`src/quad_motor_mixer_unit_defines.svh`:
```
// Assertion macros for the quad motor mixer unit.
// Depends on nothing; included by the top level only.
`ifndef QUAD_MOTOR_MIXER_UNIT_DEFINES_SVH
`define QUAD_MOTOR_MIXER_UNIT_DEFINES_SVH
`ifndef SYNTHESIS
`define QMM_ASSERT_IMP(label, clk, rst_n, ante, cons) \
    label: assert property (@(posedge clk) disable iff (!(rst_n)) (ante) |-> (cons)) \
        else $error("%m: same-cycle check failed");
`define QMM_ASSERT_NXT(label, clk, rst_n, ante, cons) \
    label: assert property (@(posedge clk) disable iff (!(rst_n)) (ante) |=> (cons)) \
        else $error("%m: next-cycle check failed");
`else
`define QMM_ASSERT_IMP(label, clk, rst_n, ante, cons)
`define QMM_ASSERT_NXT(label, clk, rst_n, ante, cons)
`endif
`endif

```
`src/qmm_fifo.sv`:
```
// Small first-word-fall-through queue in flip-flops.
// Depends on nothing; used between front and back and at the result side.
module qmm_fifo #(
    parameter int unsigned WIDTH = 8,
    parameter int unsigned DEPTH = 4
) (
    input  logic             i_clk,
    input  logic             i_rst_n,
    input  logic             i_wr_en,
    input  logic [WIDTH-1:0] i_wr_data,
    input  logic             i_rd_en,
    output logic [WIDTH-1:0] o_rd_data,
    output logic             o_full,
    output logic             o_empty
);
    localparam int unsigned PTR_W = (DEPTH > 1) ? $clog2(DEPTH) : 1;
    localparam int unsigned CNT_W = $clog2(DEPTH + 1);

    logic [WIDTH-1:0] r_mem [DEPTH];
    logic [PTR_W-1:0] r_wr_ptr, n_wr_ptr;
    logic [PTR_W-1:0] r_rd_ptr, n_rd_ptr;
    logic [CNT_W-1:0] r_count, n_count;
    logic             wr_go;
    logic             rd_go;

    assign o_full    = (r_count == CNT_W'(DEPTH));
    assign o_empty   = (r_count == '0);
    assign wr_go     = i_wr_en & ~o_full;
    assign rd_go     = i_rd_en & ~o_empty;
    assign o_rd_data = r_mem[r_rd_ptr];

    always_comb begin
        n_wr_ptr = r_wr_ptr;
        n_rd_ptr = r_rd_ptr;
        if (wr_go) begin
            n_wr_ptr = (r_wr_ptr == PTR_W'(DEPTH - 1)) ? '0 : r_wr_ptr + PTR_W'(1);
        end
        if (rd_go) begin
            n_rd_ptr = (r_rd_ptr == PTR_W'(DEPTH - 1)) ? '0 : r_rd_ptr + PTR_W'(1);
        end
        unique case ({wr_go, rd_go})
            2'b10:   n_count = r_count + CNT_W'(1);
            2'b01:   n_count = r_count - CNT_W'(1);
            default: n_count = r_count;
        endcase
    end

    always_ff @(posedge i_clk) begin
        if (!i_rst_n) begin
            r_wr_ptr <= '0;
            r_rd_ptr <= '0;
            r_count  <= '0;
        end else begin
            r_wr_ptr <= n_wr_ptr;
            r_rd_ptr <= n_rd_ptr;
            r_count  <= n_count;
        end
    end

    always_ff @(posedge i_clk) begin
        if (wr_go) begin
            r_mem[r_wr_ptr] <= i_wr_data;
        end
    end

endmodule

```
`config.mk`:
```
export PLATFORM = sky130hd
export DESIGN_NAME = qmm_fifo
export DESIGN_NICKNAME = d
export VERILOG_FILES = /design/src/quad_motor_mixer_unit_defines.svh /design/src/qmm_fifo.sv
export SDC_FILE = /design/constraint.sdc
export NUM_CORES = 1
export LEC_CHECK = 0
export ABC_AREA = 1
export BUFFER_PORTS_ARGS = -buffer_cell sky130_fd_sc_hd__buf_2
export CAP_MARGIN = 10
export CORE_MARGIN = 2
export CORE_UTILIZATION = 50
export DETAILED_ROUTE_END_ITERATION = 8
export PLACE_DENSITY = 0.78
export SLEW_MARGIN = 10
export SYNTH_ARGS = -nofsm -noshare
export SYNTH_HDL_FRONTEND = slang
export SYNTH_SLANG_ARGS = --single-unit
```
`constraint.sdc`:
```
create_clock -name i_clk -period 2 [get_ports i_clk]
set_clock_uncertainty 0.2 [all_clocks]
set_input_delay 0.4 -clock i_clk [delete_from_list [all_inputs] [get_ports i_clk]]
set_output_delay 0.4 -clock i_clk [all_outputs]
set_load 0.1 [all_outputs]
```
==> impl_results.md <==
* Nets at 200
* Share of layout cells above drive strength 1 at 0.390
* CP max FO at 8
* Area leader, netlist: edfxtp_1
* Non-filler cells, final at 228
* Cts hold-fix bufs at 0
* Avg Cell Area, Syn at 11.6 um2
* Top post-synthesis cells by area: edfxtp_1 (57%), dfxtp_1 (11%), nor2_1 (6.2%), ha_1 (4.4%), o21ai_0 (4.1%)
* Max Fclk at 501 MHz
* All-Layer GR Usage at 0.196
* Syn-to-layout area delta at 34.7%
* Routed WL at 3.46 mm
* Synth Register Bits at 41
* Unrepaired setup endpoints after global routing: true
* Insertion delay to the later sink of the worst-skew pair at 350 ps
* DP HPWL at 2.43 mm
* Critical R2R Capture: r_count[2]$_SDFFE_PN0P_
* Synth Cell Area at 1690 um2
* Clock Sinks at 41
* Count of input and output buffers at 21
* Vias in the first global route at 1214
* Tmin final at 2000 ps
* ANT nets after route at 0
* DP Worst Slack at 31.2 ps
* Final hold vios at 0
* CP startpoint kind: register
* Final Util at 0.694
* Syn Nets at 165
* Routed len/inst at 15.2 um
* CTS max path bufs at 2
* Crit end category: output port
* Initial antenna violation count at 0
* Total gr overflow at 0
* Inst Count DP at 218
* Site Rows at 21
* Vias per inst at 5.15
* Largest net degree at the start of global routing at 17
* Worst R2R Path Depth at 12
* # fillers at 225
* Worst-Margin Slew at 277 ps
* Status: finished clean
* Critical path data required time at 1400 ps
* R2r setup slk at 20 ps
* TritonCTS buffer count at 5
* Die Width at 62.2 um
* Crit path DAT at 1400 ps
* Post-Synthesis Cells at 146
* Share of the synthesized area in the top cell type at 0.568
* CTS tree: built
* Die height at 62.2 um
* Rel. slew slack at 0.817
* Hold Path Sink: r_mem[0][6]$_DFFE_PP_
* First-pass GRT wire length at 5.74 mm
* Core Region at 3280 um2
* Worst R2R Start: r_count[2]$_SDFFE_PN0P_
* Tcrit/Tclk final at 0.998
* Initial DRT Pass Iterations at 4
* Commonest cells after routing, fill and taps aside: edfxtp_1 (32), nor2_1 (25), inv_1 (14)
* I/O pin count at 22
* 1st-iter DRT viols at 59
* Max-slew violations at 0
* Post-synth cell types at 20
* H-Tree Depth at 2
* Starting Density at 0.515
* GPL Wtd Cong at 0.768
* Final Setup Violations at 0
* Clock Root Buffer: clkbuf_4
* Worst hold path depth at 1
* Hold path startpoint: i_wr_data[6]
* Sequential fraction of the synthesis area at 0.674
* Antenna diodes at 0
* Clock-pin slew on the worst setup and hold paths at 120 ps
* DIE AREA at 3870 um2
* Worst Hold Class: input pin to register
* Final WS setup at 3.14 ps
* DRC viols at 0
* Max Cap Viol at 0
* Synth warnings at 0
* Commonest non-fill, non-tap cell in the layout: edfxtp_1
* Via count at 1175
* CP Class: register to output port
-- synth_stat cells (all sizes together) --
| cell type | count |
|---|---|
| nand3b | 1 |
| buf | 2 |
| dfxtp | 9 |
| edfxtp | 32 |
| inv | 18 |
| or2 | 1 |
| o22ai | 8 |
| a21oi | 4 |
| ha | 6 |
| o21ai | 18 |
| nor2 | 30 |
| nand2 | 13 |
| nand3 | 2 |
| nand4 | 1 |
| fa | 1 |
-- stage by stage --
step | area [um2] | hold slack, ps | setup TNS, ps
detailed placement | 2130 | 350 | 0
global placement | 2130 | 320 | 0
floorplan | 1810 | 283 | -612
global route | 2280 | 40.9 | -440
CTS | 2230 | 47.1 | -32.5
finish | 2280 | 63.3 | 0
-- flip-flops by register name (all words and copies together), names as in the netlist, named ones only --
name,flops
r_mem,32
r_count,3
r_rd_ptr,2
r_wr_ptr,2
-- worst max path at each step --
stage	cells past startpoint	endpoint	slack [ps]	start
2_1_floorplan	13	r_count[2]$_SDFFE_PN0P_	-280	r_count[1]$_SDFFE_PN0P_
3_5_place_dp	12	r_count[2]$_SDFFE_PN0P_	30	r_count[1]$_SDFFE_PN0P_
4_1_cts	4	o_rd_data[0]	-20	register
3_3_place_gp	4	o_rd_data[4]	160	register
6_report	4	o_rd_data[0]	3	register
5_1_grt	12	r_count[2]$_SDFFE_PN0P_	-90	r_count[2]$_SDFFE_PN0P_
-- cell type report --
class | count | area, um2 | share of cell area
clock inverters | 2 | 33.8 | 0.0148
inverters | 18 | 78.8 | 0.0346
flip-flops and latches | 41 | 1150 | 0.505
repair buffers | 30 | 305 | 0.134
multi-input cells | 85 | 611 | 0.268
clock buffers | 6 | 41.3 | 0.0181
well taps | 46 | 57.6 | 0.0252
-- critical path: stages, from the launching register on --
cell and delay (ps):
dfxtp_4 410, buf_6 140, o21ai_2 80, o22ai_4 210
buf_12 200
-- logic make-up after synthesis --
| group | share of synthesized area |
|---|---|
| and+or+nand+nor | 0.118 |
| DFF | 0.674 |
| AOI/OAI and AO/OA | 0.0990 |
| buffers and inverters | 0.0532 |
| adders and majority gates | 0.0562 |
-- repair_timing --
item,CTS,global route
pin swaps,0,4
gates resized for setup,25,9
buffers inserted,0,2
endpoints found under the setup margin,10,11
gates cloned,0,0
-- per-layer routing --
metal | wire (um) | GRT usage
met5 | 0 | 0
met4 | 100 | 0.0833
met3 | 172 | 0.0489
met2 | 1880 | 0.342
met1 | 1310 | 0.229
Power is not shown: default switching activity piles up to over one toggle a cycle in this logic, so the estimate is an artifact.
