===== src/quad_motor_mixer_unit_defines.svh =====
// Assertion macros for the quad motor mixer unit.
// Depends on nothing; included by the top level only.
`ifndef QUAD_MOTOR_MIXER_UNIT_DEFINES_SVH
`define QUAD_MOTOR_MIXER_UNIT_DEFINES_SVH
`ifndef SYNTHESIS
`define QMM_ASSERT_IMP(label, clk, rst_n, ante, cons) \
    label: assert property (@(posedge clk) disable iff (!(rst_n)) (ante) |-> (cons)) \
        else $error("%m: same-cycle check failed");
`define QMM_ASSERT_NXT(label, clk, rst_n, ante, cons) \
    label: assert property (@(posedge clk) disable iff (!(rst_n)) (ante) |=> (cons)) \
        else $error("%m: next-cycle check failed");
`else
`define QMM_ASSERT_IMP(label, clk, rst_n, ante, cons)
`define QMM_ASSERT_NXT(label, clk, rst_n, ante, cons)
`endif
`endif


===== src/qmm_pkg.sv =====
// Widths, constants and item types of the quad motor mixer.
// Depends on nothing; imported by every module of the block except qmm_fifo.
package qmm_pkg;

    localparam int unsigned THR_W      = 10;
    localparam int unsigned GAIN_W     = 16;
    localparam int unsigned DVS_W      = 16;
    localparam int unsigned SW_W       = 12;
    localparam int unsigned MOTOR_W    = 11;
    localparam int unsigned Q_FRAC     = 14;
    localparam int unsigned PROD_W     = 26;
    localparam int unsigned TERM_W     = 12;
    localparam int unsigned BASE_W     = THR_W + Q_FRAC;
    localparam int unsigned CMD_W      = BASE_W + 2;
    localparam int unsigned MAG_W      = BASE_W + 1;
    localparam int unsigned CEIL_W     = 10;
    localparam int unsigned SDIV_W     = MAG_W + CEIL_W;
    localparam int unsigned SQ_W       = 13;
    localparam int unsigned NUM_MOTORS = 4;

    localparam logic [SW_W-1:0]    ARM_THR_RST = 12'd1500;
    localparam logic [CEIL_W-1:0]  CMD_CEIL    = 10'd1000;
    localparam logic [MOTOR_W-1:0] MOTOR_IDLE  = 11'd1000;
    localparam logic [MOTOR_W-1:0] MOTOR_MAX   = 11'd2000;

    typedef struct packed {
        logic [THR_W-1:0]         throttle;
        logic signed [PROD_W-1:0] prod_roll;
        logic signed [PROD_W-1:0] prod_pitch;
        logic signed [PROD_W-1:0] prod_yaw;
        logic [DVS_W-1:0]         divisor;
        logic                     armed;
        logic                     leds_on;
    } t_mid_item;

    typedef struct packed {
        logic signed [TERM_W-1:0] term_roll;
        logic signed [TERM_W-1:0] term_pitch;
        logic signed [TERM_W-1:0] term_yaw;
        logic                     armed;
        logic                     leds_on;
    } t_side;

    typedef struct packed {
        logic [BASE_W-1:0] base;
        t_side             side;
    } t_mix_item;

    typedef struct packed {
        logic [MOTOR_W-1:0] motor_a;
        logic [MOTOR_W-1:0] motor_b;
        logic [MOTOR_W-1:0] motor_c;
        logic [MOTOR_W-1:0] motor_d;
        logic               armed;
        logic               leds_on;
        logic               scaled;
    } t_res_item;

endpackage


===== src/qmm_front.sv =====
// Front end: accepts command items, classifies arm state, forms axis products.
// Depends on qmm_pkg; holds the arm threshold register.
module qmm_front (
    input  logic                                  i_clk,
    input  logic                                  i_rst_n,
    input  logic                                  i_push,
    input  logic                                  i_full,
    input  logic                                  i_cfg_we,
    input  logic [qmm_pkg::SW_W-1:0]              i_cfg_wdata,
    input  logic [qmm_pkg::THR_W-1:0]             i_throttle,
    input  logic signed [qmm_pkg::GAIN_W-1:0]     i_roll,
    input  logic signed [qmm_pkg::GAIN_W-1:0]     i_pitch,
    input  logic signed [qmm_pkg::GAIN_W-1:0]     i_yaw,
    input  logic [qmm_pkg::DVS_W-1:0]             i_tilt_correction,
    input  logic [qmm_pkg::SW_W-1:0]              i_arm_switch,
    output logic                                  o_wr_en,
    output qmm_pkg::t_mid_item                    o_item
);
    import qmm_pkg::*;

    logic [SW_W-1:0]          r_arm_threshold;
    logic signed [PROD_W-1:0] thr_s;

    always_ff @(posedge i_clk) begin
        if (!i_rst_n) begin
            r_arm_threshold <= ARM_THR_RST;
        end else if (i_cfg_we) begin
            r_arm_threshold <= i_cfg_wdata;
        end
    end

    assign o_wr_en = i_push & ~i_full;
    assign thr_s   = PROD_W'($signed({1'b0, i_throttle}));

    always_comb begin
        o_item.throttle   = i_throttle;
        o_item.prod_roll  = thr_s * PROD_W'(i_roll);
        o_item.prod_pitch = thr_s * PROD_W'(i_pitch);
        o_item.prod_yaw   = thr_s * PROD_W'(i_yaw);
        o_item.divisor    = (i_tilt_correction == '0) ? DVS_W'(1) : i_tilt_correction;
        o_item.armed      = (i_arm_switch < r_arm_threshold);
        o_item.leds_on    = (i_arm_switch < r_arm_threshold) && (i_throttle != '0);
    end

endmodule


===== config.mk =====
export PLATFORM = sky130hd
export DESIGN_NAME = qmm_front
export DESIGN_NICKNAME = d
export VERILOG_FILES = /design/src/quad_motor_mixer_unit_defines.svh /design/src/qmm_pkg.sv /design/src/qmm_front.sv
export SDC_FILE = /design/constraint.sdc
export NUM_CORES = 1
export LEC_CHECK = 0
export BUFFER_PORTS_ARGS = -buffer_cell sky130_fd_sc_hd__buf_2
export CAP_MARGIN = 20
export CORE_AREA = 4 4 224 226
export DETAILED_ROUTE_END_ITERATION = 6
export DIE_AREA = 0 0 228 230
export PLACE_DENSITY = 0.54
export SLEW_MARGIN = 10
export SYNTH_ARGS = -nofsm -noshare
export SYNTH_HDL_FRONTEND = slang
export SYNTH_SLANG_ARGS = --single-unit
export TNS_END_PERCENT = 5

===== constraint.sdc =====
create_clock -name i_clk -period 14.6 [get_ports i_clk]
set_input_delay 2.92 -clock i_clk [delete_from_list [all_inputs] [get_ports i_clk]]
set_output_delay 2.92 -clock i_clk [all_outputs]
set_load 0.02 [all_outputs]

==> impl_metrics.yaml <==
outcome:
  status: "complete, no violations"
logic_synthesis:
  yosys.area.top_type_share_pct: 45.7
  syn_inst: 2177
  synth_cell_types: 56
  yosysWarnings: 0
  netlist_area_mm2: 0.0187
  synth_seq_area_share_pct: 1.29
  synth_nets: 2891
  synth_ff_type: "dfxtp_1"
  synth_area_per_cell_um2: 8.57
  synthTopCellsByArea: "fa_1 46%, ha_1 12%, inv_1 12%, and2_1 8.7%, nand2_1 5.1%"
  async_flop_share_pct: 0
  synth_top_area_cell: "fa_1"
  synth_edf_count: 0
  ys_seq_elements: 12
timing:
  finalClockSkew_ns: 0
  post-route-period-util_pct: 80.8
  setup_violations: 0
  setup_ws_ns: 2.80
  fin_crit_ns: 11.80
  fmax_ghz: 0.0847
  worstMarginPinSlew_ns: 1.10
  grt_setup_unrepaired: "no"
  tns_ns: 0
  slew_violations: 0
  hold_viol: 0
  slew-limit-headroom_pct: 26.7
cells_and_area:
  area_delta_synth_final_pct: 8.09
  reg.largest.list: "r_arm_threshold x12"
  drive_above_1_share_pct: 9.82
  nets: 2997
  most-common-layout-cells: "573 x inv_1, 426 x fa_1, 258 x and2_1"
  fillers: 4967
  largest_register: "r_arm_threshold"
  largest_register_ffs: 12
  layout_commonest_cell: "inv_1"
  num_antenna_cells: 0
floorplanning:
  core-area_mm2: 0.0483
  num_rows: 81
  initial_core_util_pct: 38.6
  ios: 210
  die-area_mm2: 0.0524
  fp.dieW_um: 228
  die_h_um: 230
grt:
  antenna_found_initial: 2
  track_usage_pct: 17.5
  grt_pass1_vias: 15500
  overflow: 0
  grt_max_degree: 51
  use_met2_pct: 32.4
  grt_pass1_wl_um: 77100
  use_met1_pct: 23.4
  use_met3_pct: 1.52
  grt.busiest_layer: "met2"
clock_network:
  cts_root_buf: "clkbuf_16"
  numCtsBuffers: 3
  cts_max_path_buffers: 2
  clk_latency_ns: 0.24
  hold_buffers: 0
  cts_tree: "built"
  cts_resized: 0
  htree_levels: 1
  clock-sinks: 12
  clk_pin_slew_ns: 0.04
  cts_setup_buffers: 0
critical_path:
  cp_data_arrival_time_ns: 8.88
  crit_type: "input pin to primary output"
  critPathRequiredTime_ns: 11.68
  slowest_delay_ns: 0.75
  crit_chain: "buf_2, nand2_1, fa_1, inv_1, fa_1, fa_1, fa_1, inv_1, fa_1, inv_1, ha_1, a21oi_1, a21oi_1, a211o_1, a2111o_1, a211oi_2, o31ai_1, a21oi_2, xnor2_1, buf_2"
  cp-start-kind: "input pin"
  crit_fanout: 50
  crit_path_top_delay_cell: "buf_2"
  cp_common_cell: "fa_1"
  critPathCaptureType: "primary output"
detailed_routing:
  vias: 13900
  drc_errors: 0
  drt_iter0_drc: 388
  postRouteAntennaNets: 0
  first_pass_iters: 4
  avgViaCountPerCell: 4.79
  wl_per_cell_um: 15.3
  wirelength_um: 44400
flow_run:
  cap_violations: 0
place:
  pre_cts_ws_ns: 2.78
  port-buffer-count: 209
  hpwl_um: 36500
  gp_congestion: 0.819
min_path:
  hold_path.class: "flip-flop to flip-flop"
## final timing paths
path,from,end,slack (ns),cells past startpoint
worst max-delay path,i_throttle[4],o_item[43],2.80,20
worst min-delay path,r_arm_threshold[8]$_SDFFE_PN1P_,r_arm_threshold[8]$_SDFFE_PN1P_,0.49,2
worst max register to register,r_arm_threshold[0]$_SDFFE_PN0P_,r_arm_threshold[0]$_SDFFE_PN0P_,14.00,2
worst min register to register,r_arm_threshold[8]$_SDFFE_PN1P_,r_arm_threshold[8]$_SDFFE_PN1P_,0.49,2
## kinds of logic after synthesis
group | Yosys count | synth area share (%)
buffers and inverters | 686 | 14.0
AND/OR/NAND/NOR | 615 | 16.6
adder cells (fa/ha/maj) | 611 | 58.1
AO/OA/AOI/OAI | 168 | 5.93
XOR/XNOR | 80 | 3.76
flip-flops | 12 | 1.29
multiplexers | 5 | 0.268
## critical path: cells and delay by family
kind                       cells  cell delay, ns
AOI/OAI and AO/OA              7            1.71
xor gates and xnor gates       1            0.12
adders and majority gates      6            2.82
buffers and inverters          5            1.07
and+or+nand+nor                1            0.16
## final cells by class
cell class / count / area (um^2) / share of cell area, %
Inverter: 573 / 2150 / 10.7
Timing Repair Buffer: 214 / 1100 / 5.47
Sequential cell: 12 / 240 / 1.19
Clock buffer: 4 / 88.8 / 0.441
Tap cell: 622 / 778 / 3.86
Multi-Input combinational cell: 1479 / 15800 / 78.4
## through the flow
step           hold WS [ns]  instances  area, um^2  util (%)
3_5_place_dp          0.480       2899       20000      41.5
2_1_floorplan         0.459       2177       18700         -
6_report              0.485       2904       20200      41.7
3_3_place_gp          0.472       2899       20000      41.5
5_1_grt               0.509       2904       20200      41.7
4_1_cts               0.490       2903       20100      41.6
## routing by layer
layer,vias up,wire length [um]
met5,-,21
met4,4,441
met3,36,1360
met2,212,22900
met1,7093,19600
li1,6560,-
## synth_stat cells (all sizes together), types with 14 or more instances
cell and instances:
a21o 23, o21ai 28, fa 426, clkbuf 101
nor2 36, ha 185, nand3 14, nand2 254
and2 258, inv 573, xnor2 67, a21oi 56
Power is not shown: default switching activity piles up to over one toggle a cycle in this logic, so the estimate is an artifact.
