File: config.mk
export PLATFORM = sky130hd
export DESIGN_NAME = qmm_base_div
export DESIGN_NICKNAME = d
export VERILOG_FILES = /design/src/quad_motor_mixer_unit_defines.svh /design/src/qmm_pkg.sv /design/src/qmm_base_div.sv
export SDC_FILE = /design/constraint.sdc
export NUM_CORES = 2
export LEC_CHECK = 0
export ABC_AREA = 0
export BUFFER_PORTS_ARGS = -buffer_cell sky130_fd_sc_hd__buf_2
export CAP_MARGIN = 15
export CORE_ASPECT_RATIO = 1.1
export CORE_UTILIZATION = 40
export CTS_CLUSTER_SIZE = 14
export DETAILED_ROUTE_END_ITERATION = 10
export HOLD_SLACK_MARGIN = 0.06
export PLACE_DENSITY = 0.59
export SLEW_MARGIN = 10
export SYNTH_ARGS = -nofsm -noshare
export SYNTH_HDL_FRONTEND = slang
export SYNTH_SLANG_ARGS = --single-unit
export TNS_END_PERCENT = 1
File: constraint.sdc
create_clock -name i_clk -period 7 [get_ports i_clk]
set_input_delay 0.7 -clock i_clk [delete_from_list [all_inputs] [get_ports i_clk]]
set_output_delay 0.7 -clock i_clk [all_outputs]
set_load 0.01 [all_outputs]
File: src/quad_motor_mixer_unit_defines.svh
// Assertion macros for the quad motor mixer unit.
// Depends on nothing; included by the top level only.
`ifndef QUAD_MOTOR_MIXER_UNIT_DEFINES_SVH
`define QUAD_MOTOR_MIXER_UNIT_DEFINES_SVH
`ifndef SYNTHESIS
`define QMM_ASSERT_IMP(label, clk, rst_n, ante, cons) \
    label: assert property (@(posedge clk) disable iff (!(rst_n)) (ante) |-> (cons)) \
        else $error("%m: same-cycle check failed");
`define QMM_ASSERT_NXT(label, clk, rst_n, ante, cons) \
    label: assert property (@(posedge clk) disable iff (!(rst_n)) (ante) |=> (cons)) \
        else $error("%m: next-cycle check failed");
`else
`define QMM_ASSERT_IMP(label, clk, rst_n, ante, cons)
`define QMM_ASSERT_NXT(label, clk, rst_n, ante, cons)
`endif
`endif

File: src/qmm_pkg.sv
// Widths, constants and item types of the quad motor mixer.
// Depends on nothing; imported by every module of the block except qmm_fifo.
package qmm_pkg;

    localparam int unsigned THR_W      = 10;
    localparam int unsigned GAIN_W     = 16;
    localparam int unsigned DVS_W      = 16;
    localparam int unsigned SW_W       = 12;
    localparam int unsigned MOTOR_W    = 11;
    localparam int unsigned Q_FRAC     = 14;
    localparam int unsigned PROD_W     = 26;
    localparam int unsigned TERM_W     = 12;
    localparam int unsigned BASE_W     = THR_W + Q_FRAC;
    localparam int unsigned CMD_W      = BASE_W + 2;
    localparam int unsigned MAG_W      = BASE_W + 1;
    localparam int unsigned CEIL_W     = 10;
    localparam int unsigned SDIV_W     = MAG_W + CEIL_W;
    localparam int unsigned SQ_W       = 13;
    localparam int unsigned NUM_MOTORS = 4;

    localparam logic [SW_W-1:0]    ARM_THR_RST = 12'd1500;
    localparam logic [CEIL_W-1:0]  CMD_CEIL    = 10'd1000;
    localparam logic [MOTOR_W-1:0] MOTOR_IDLE  = 11'd1000;
    localparam logic [MOTOR_W-1:0] MOTOR_MAX   = 11'd2000;

    typedef struct packed {
        logic [THR_W-1:0]         throttle;
        logic signed [PROD_W-1:0] prod_roll;
        logic signed [PROD_W-1:0] prod_pitch;
        logic signed [PROD_W-1:0] prod_yaw;
        logic [DVS_W-1:0]         divisor;
        logic                     armed;
        logic                     leds_on;
    } t_mid_item;

    typedef struct packed {
        logic signed [TERM_W-1:0] term_roll;
        logic signed [TERM_W-1:0] term_pitch;
        logic signed [TERM_W-1:0] term_yaw;
        logic                     armed;
        logic                     leds_on;
    } t_side;

    typedef struct packed {
        logic [BASE_W-1:0] base;
        t_side             side;
    } t_mix_item;

    typedef struct packed {
        logic [MOTOR_W-1:0] motor_a;
        logic [MOTOR_W-1:0] motor_b;
        logic [MOTOR_W-1:0] motor_c;
        logic [MOTOR_W-1:0] motor_d;
        logic               armed;
        logic               leds_on;
        logic               scaled;
    } t_res_item;

endpackage

File: src/qmm_base_div.sv
// Back end, first half: axis term truncation and the pipelined base divider.
// Depends on qmm_pkg; one quotient bit per stage, advances on i_adv.
module qmm_base_div (
    input  logic               i_clk,
    input  logic               i_rst_n,
    input  logic               i_adv,
    input  logic               i_valid,
    input  qmm_pkg::t_mid_item i_item,
    output logic               o_valid,
    output qmm_pkg::t_mix_item o_item
);
    import qmm_pkg::*;

    localparam int unsigned STEPS = BASE_W;

    function automatic logic signed [TERM_W-1:0] q14_trunc(
        input logic signed [PROD_W-1:0] prod
    );
        logic signed [PROD_W-1:0] bias;
        logic signed [PROD_W-1:0] adj;
        bias = prod[PROD_W-1] ? PROD_W'(2**Q_FRAC - 1) : '0;
        adj  = prod + bias;
        return TERM_W'(adj >>> Q_FRAC);
    endfunction

    logic              r_vld [0:STEPS];
    logic [BASE_W-1:0] r_num [0:STEPS];
    logic [BASE_W-1:0] n_num [0:STEPS];
    logic [DVS_W-1:0]  r_rem [0:STEPS];
    logic [DVS_W-1:0]  n_rem [0:STEPS];
    logic [DVS_W-1:0]  r_dvs [0:STEPS];
    logic [DVS_W-1:0]  n_dvs [0:STEPS];
    t_side             r_side [0:STEPS];
    t_side             n_side [0:STEPS];
    logic [DVS_W:0]    trial [STEPS];
    logic [DVS_W:0]    diff  [STEPS];
    logic              ge    [STEPS];

    always_comb begin
        n_num[0]             = {i_item.throttle, {Q_FRAC{1'b0}}};
        n_rem[0]             = '0;
        n_dvs[0]             = i_item.divisor;
        n_side[0].term_roll  = q14_trunc(i_item.prod_roll);
        n_side[0].term_pitch = q14_trunc(i_item.prod_pitch);
        n_side[0].term_yaw   = q14_trunc(i_item.prod_yaw);
        n_side[0].armed      = i_item.armed;
        n_side[0].leds_on    = i_item.leds_on;
        for (int s = 0; s < STEPS; s++) begin
            trial[s]    = {r_rem[s], r_num[s][BASE_W-1]};
            diff[s]     = trial[s] - {1'b0, r_dvs[s]};
            ge[s]       = (trial[s] >= {1'b0, r_dvs[s]});
            n_rem[s+1]  = ge[s] ? diff[s][DVS_W-1:0] : trial[s][DVS_W-1:0];
            n_num[s+1]  = {r_num[s][BASE_W-2:0], ge[s]};
            n_dvs[s+1]  = r_dvs[s];
            n_side[s+1] = r_side[s];
        end
    end

    always_ff @(posedge i_clk) begin
        if (!i_rst_n) begin
            for (int s = 0; s <= STEPS; s++) begin
                r_vld[s] <= 1'b0;
            end
        end else if (i_adv) begin
            r_vld[0] <= i_valid;
            for (int s = 0; s < STEPS; s++) begin
                r_vld[s+1] <= r_vld[s];
            end
        end
    end

    always_ff @(posedge i_clk) begin
        if (i_adv) begin
            r_num  <= n_num;
            r_rem  <= n_rem;
            r_dvs  <= n_dvs;
            r_side <= n_side;
        end
    end

    assign o_valid     = r_vld[STEPS];
    assign o_item.base = r_num[STEPS];
    assign o_item.side = r_side[STEPS];

endmodule

==> run metrics <==
status complete, no violations; clk sinks 2082; data required time at the worst endpoint 7.60 ns; DPL Wire Length 103 mm; Crit. End Element flop; wire per inst 16.9 um; clock buffer depth 3; Post-DP Area 91600 sq um; worst hold path class in2reg; # DRC 0; vias in the first global route 45700; wire length of the first global-routing pass 245 mm; FF+latch area 62500 sq um; CP Data Arrival Time 4.22 ns; cell area after layout 99100 sq um; Slew Viols, Final 0; GRT Overall Usage 0.140; area share of the largest cell type after synthesis 0.718; Max-Cap Viols 0; Starting Density 0.403; mean number of vias per cell 4.96; FP Rows 179; # IOs 173; f_max 0.276 GHz; TNS Setup 0 ns; Die Y 491 um; CP top delay family compound AO/OA/AOI/OAI gates; Area contributors post-synth edfxtp_1 72%, ha_1 5.9%, mux2_2 2.1%; Peak VDD IR 0.232 mV; largest net degree at the start of global routing 180; Setup CP Type reg2reg; final hold violation count 0; core area 216000 sq um; Final Setup Violations 0; clock latency on the worst-skew pair 0.85 ns; synthesized area per cell 15.4 sq um; syn nets 6213; ys async rst share 0; root buf cell clkbuf_16; crit path buf inv count 1; worst-path fanout max 17; most frequent cells in the layout 2081 x edfxtp_1, 487 x inv_1, 408 x ha_1; Port Buf Inserts 172; Mapped Cells 5673; routed vias 45200; post-synth cell types 87; PD cells 399 nW/um^2; share of the clock period used by the worst path 0.517; dpl ws 3.39 ns; DR iter-0 viols 3163; Worst-path clk slew 0.06 ns; synth warn 0; max_slew headroom 0.259; CP peak stage delay 0.62 ns; Post-CTS Setup Bufs 0; EDFF count, synth 2081; H-tree depth 4; most area-hungry cell type in the Yosys netlist edfxtp_1; Slew @ Worst Pin 1.11 ns; die area 220000 sq um; nets 6580; multi-input logic area 22300 sq um; RSZ-0062 raised after global routing false; CP Cell Sequence inv_1 > ha_1 > nor2b_1 > o21ai_0 > a21oi_1 > o41ai_1 > a41o_1 > and2_1 > mux2_2; initial antenna violation count 4; #FFs+latches synth 2082; worst setup margin 3.38 ns; final WL 154 mm; Post-DRT Antenna Nets 0; Fin Clk Skew 0.0346 ns; Slowest cell on crit path and2_1; P_leak 37.1 nW; grt ovf 0; Horiz. Die Dim 447 um; Area growth syn-to-layout 13.8%; post-synthesis sequential area ratio 0.718; ys flop type edfxtp_1; minimum clock period 3.62 ns; most common cell after layout, fill and taps aside edfxtp_1; layout cells sized above 1 0.119; Post-Syn Area 87100 sq um; CTS Buf Count 215; Worst Setup Start Kind flop; drt pass-1 iters 7; Filler cells 18900; GP Congestion 0.842; TritonCTS clock tree built
[cells by family (layout without fill, tap and decap cells)]
logic type,Yosys count,in the layout,share of synthesized area
DFF,2082,2082,0.718
AOI/OAI and AO/OA,1072,1072,0.0814
and+or+nand+nor,1055,1055,0.0590
buffers and inverters,578,1123,0.0265
adders and majority gates,430,430,0.0637
xor gates and xnor gates,245,245,0.0246
muxes,211,211,0.0270
other,0,2,0
[cell usage after synthesis (all sizes together) (13+ instances only)]
cell type,n
nand4,41
nand2,279
o21bai,22
nor2,264
a21oi,255
o21ai,236
a21boi,28
a31oi,35
and2,35
o311ai,14
nor4,16
mux2,173
o41ai,13
nor3,77
buf,44
and3,42
mux2i,38
edfxtp,2081
clkbuf,46
or3,33
o21a,103
o31a,43
fa,22
a211oi,44
a21o,94
o211ai,14
xnor2,154
o31ai,42
xor2,91
o2111ai,16
ha,408
inv,487
nor2b,67
nand2b,52
nand3,95
[layout make-up]
type	instances	share of cell area
Sequential cell	2082	0.631
Clock buffer	258	0.0568
Inverter	488	0.0185
Tap cell	2896	0.0366
Clock inverter	137	0.0163
Multi-Input combinational cell	3013	0.225
Antenna cell	2	0.0000505
Timing Repair Buffer	240	0.0157
[repair_timing]
item | 4_1_cts | 5_1_grt
hold endpoints to repair | 28 | 0
gates resized for setup | 0 | 0
hold buffers | 28 | 0
setup endpoints to repair | 0 | 0
[sequential cells by signal, indices dropped and copies added (netlist names)]
register,count
n_dvs,384
n_num,321
n_side,912
o_item,62
r_num,10
r_rem,368
r_vld,25
[report_power, final]
group	leakage, nW	switching, mW	total (mW)	internal [mW]
combinational	13.2	6.01	10.8	4.82
sequential	20.4	0.919	17.1	16.2
clock	3.52	4.77	11.6	6.80
[worst paths after layout]
path | slack [ns] | endpoint | start | depth (start not counted)
max | 3.38 | r_rem[270] | n_dvs[257] | 9
min | 0.17 | n_side[882] | i_item[38] | 2
min reg2reg | 0.40 | n_side[62] | n_side[100] | 0
max reg2reg | 3.38 | r_rem[270] | n_dvs[257] | 9
[per-stage QoR]
stage                     std cells  utilization  power, mW  hold WS, ns
after detailed placement       8691        0.423       28.2        0.405
after CTS                      9114        0.458       40.0       0.0656
after global routing           9115        0.458       41.9        0.112
after floorplan                5673            -       25.3        0.400
after global placement         8690        0.423       28.0        0.400
final                          9116        0.458       39.5        0.168
[worst register-to-register path, delay by kind of cell, from the launching register on]
kind	cells	cell delay, ns
flops	1	0.45
mux	1	0.42
buf+inv	1	0.09
compound gates	4	1.42
simple gates	2	0.76
fa+ha+maj	1	0.24
[per-layer routing]
| metal | part of all wire | global-route usage |
|---|---|---|
| met1 | 0.44 | 0.179 |
| met2 | 0.49 | 0.236 |
| met3 | 0.039 | 0.0249 |
| met4 | 0.031 | 0.0534 |
| met5 | 0 | 0 |
Power figures use the tool's default switching activity.
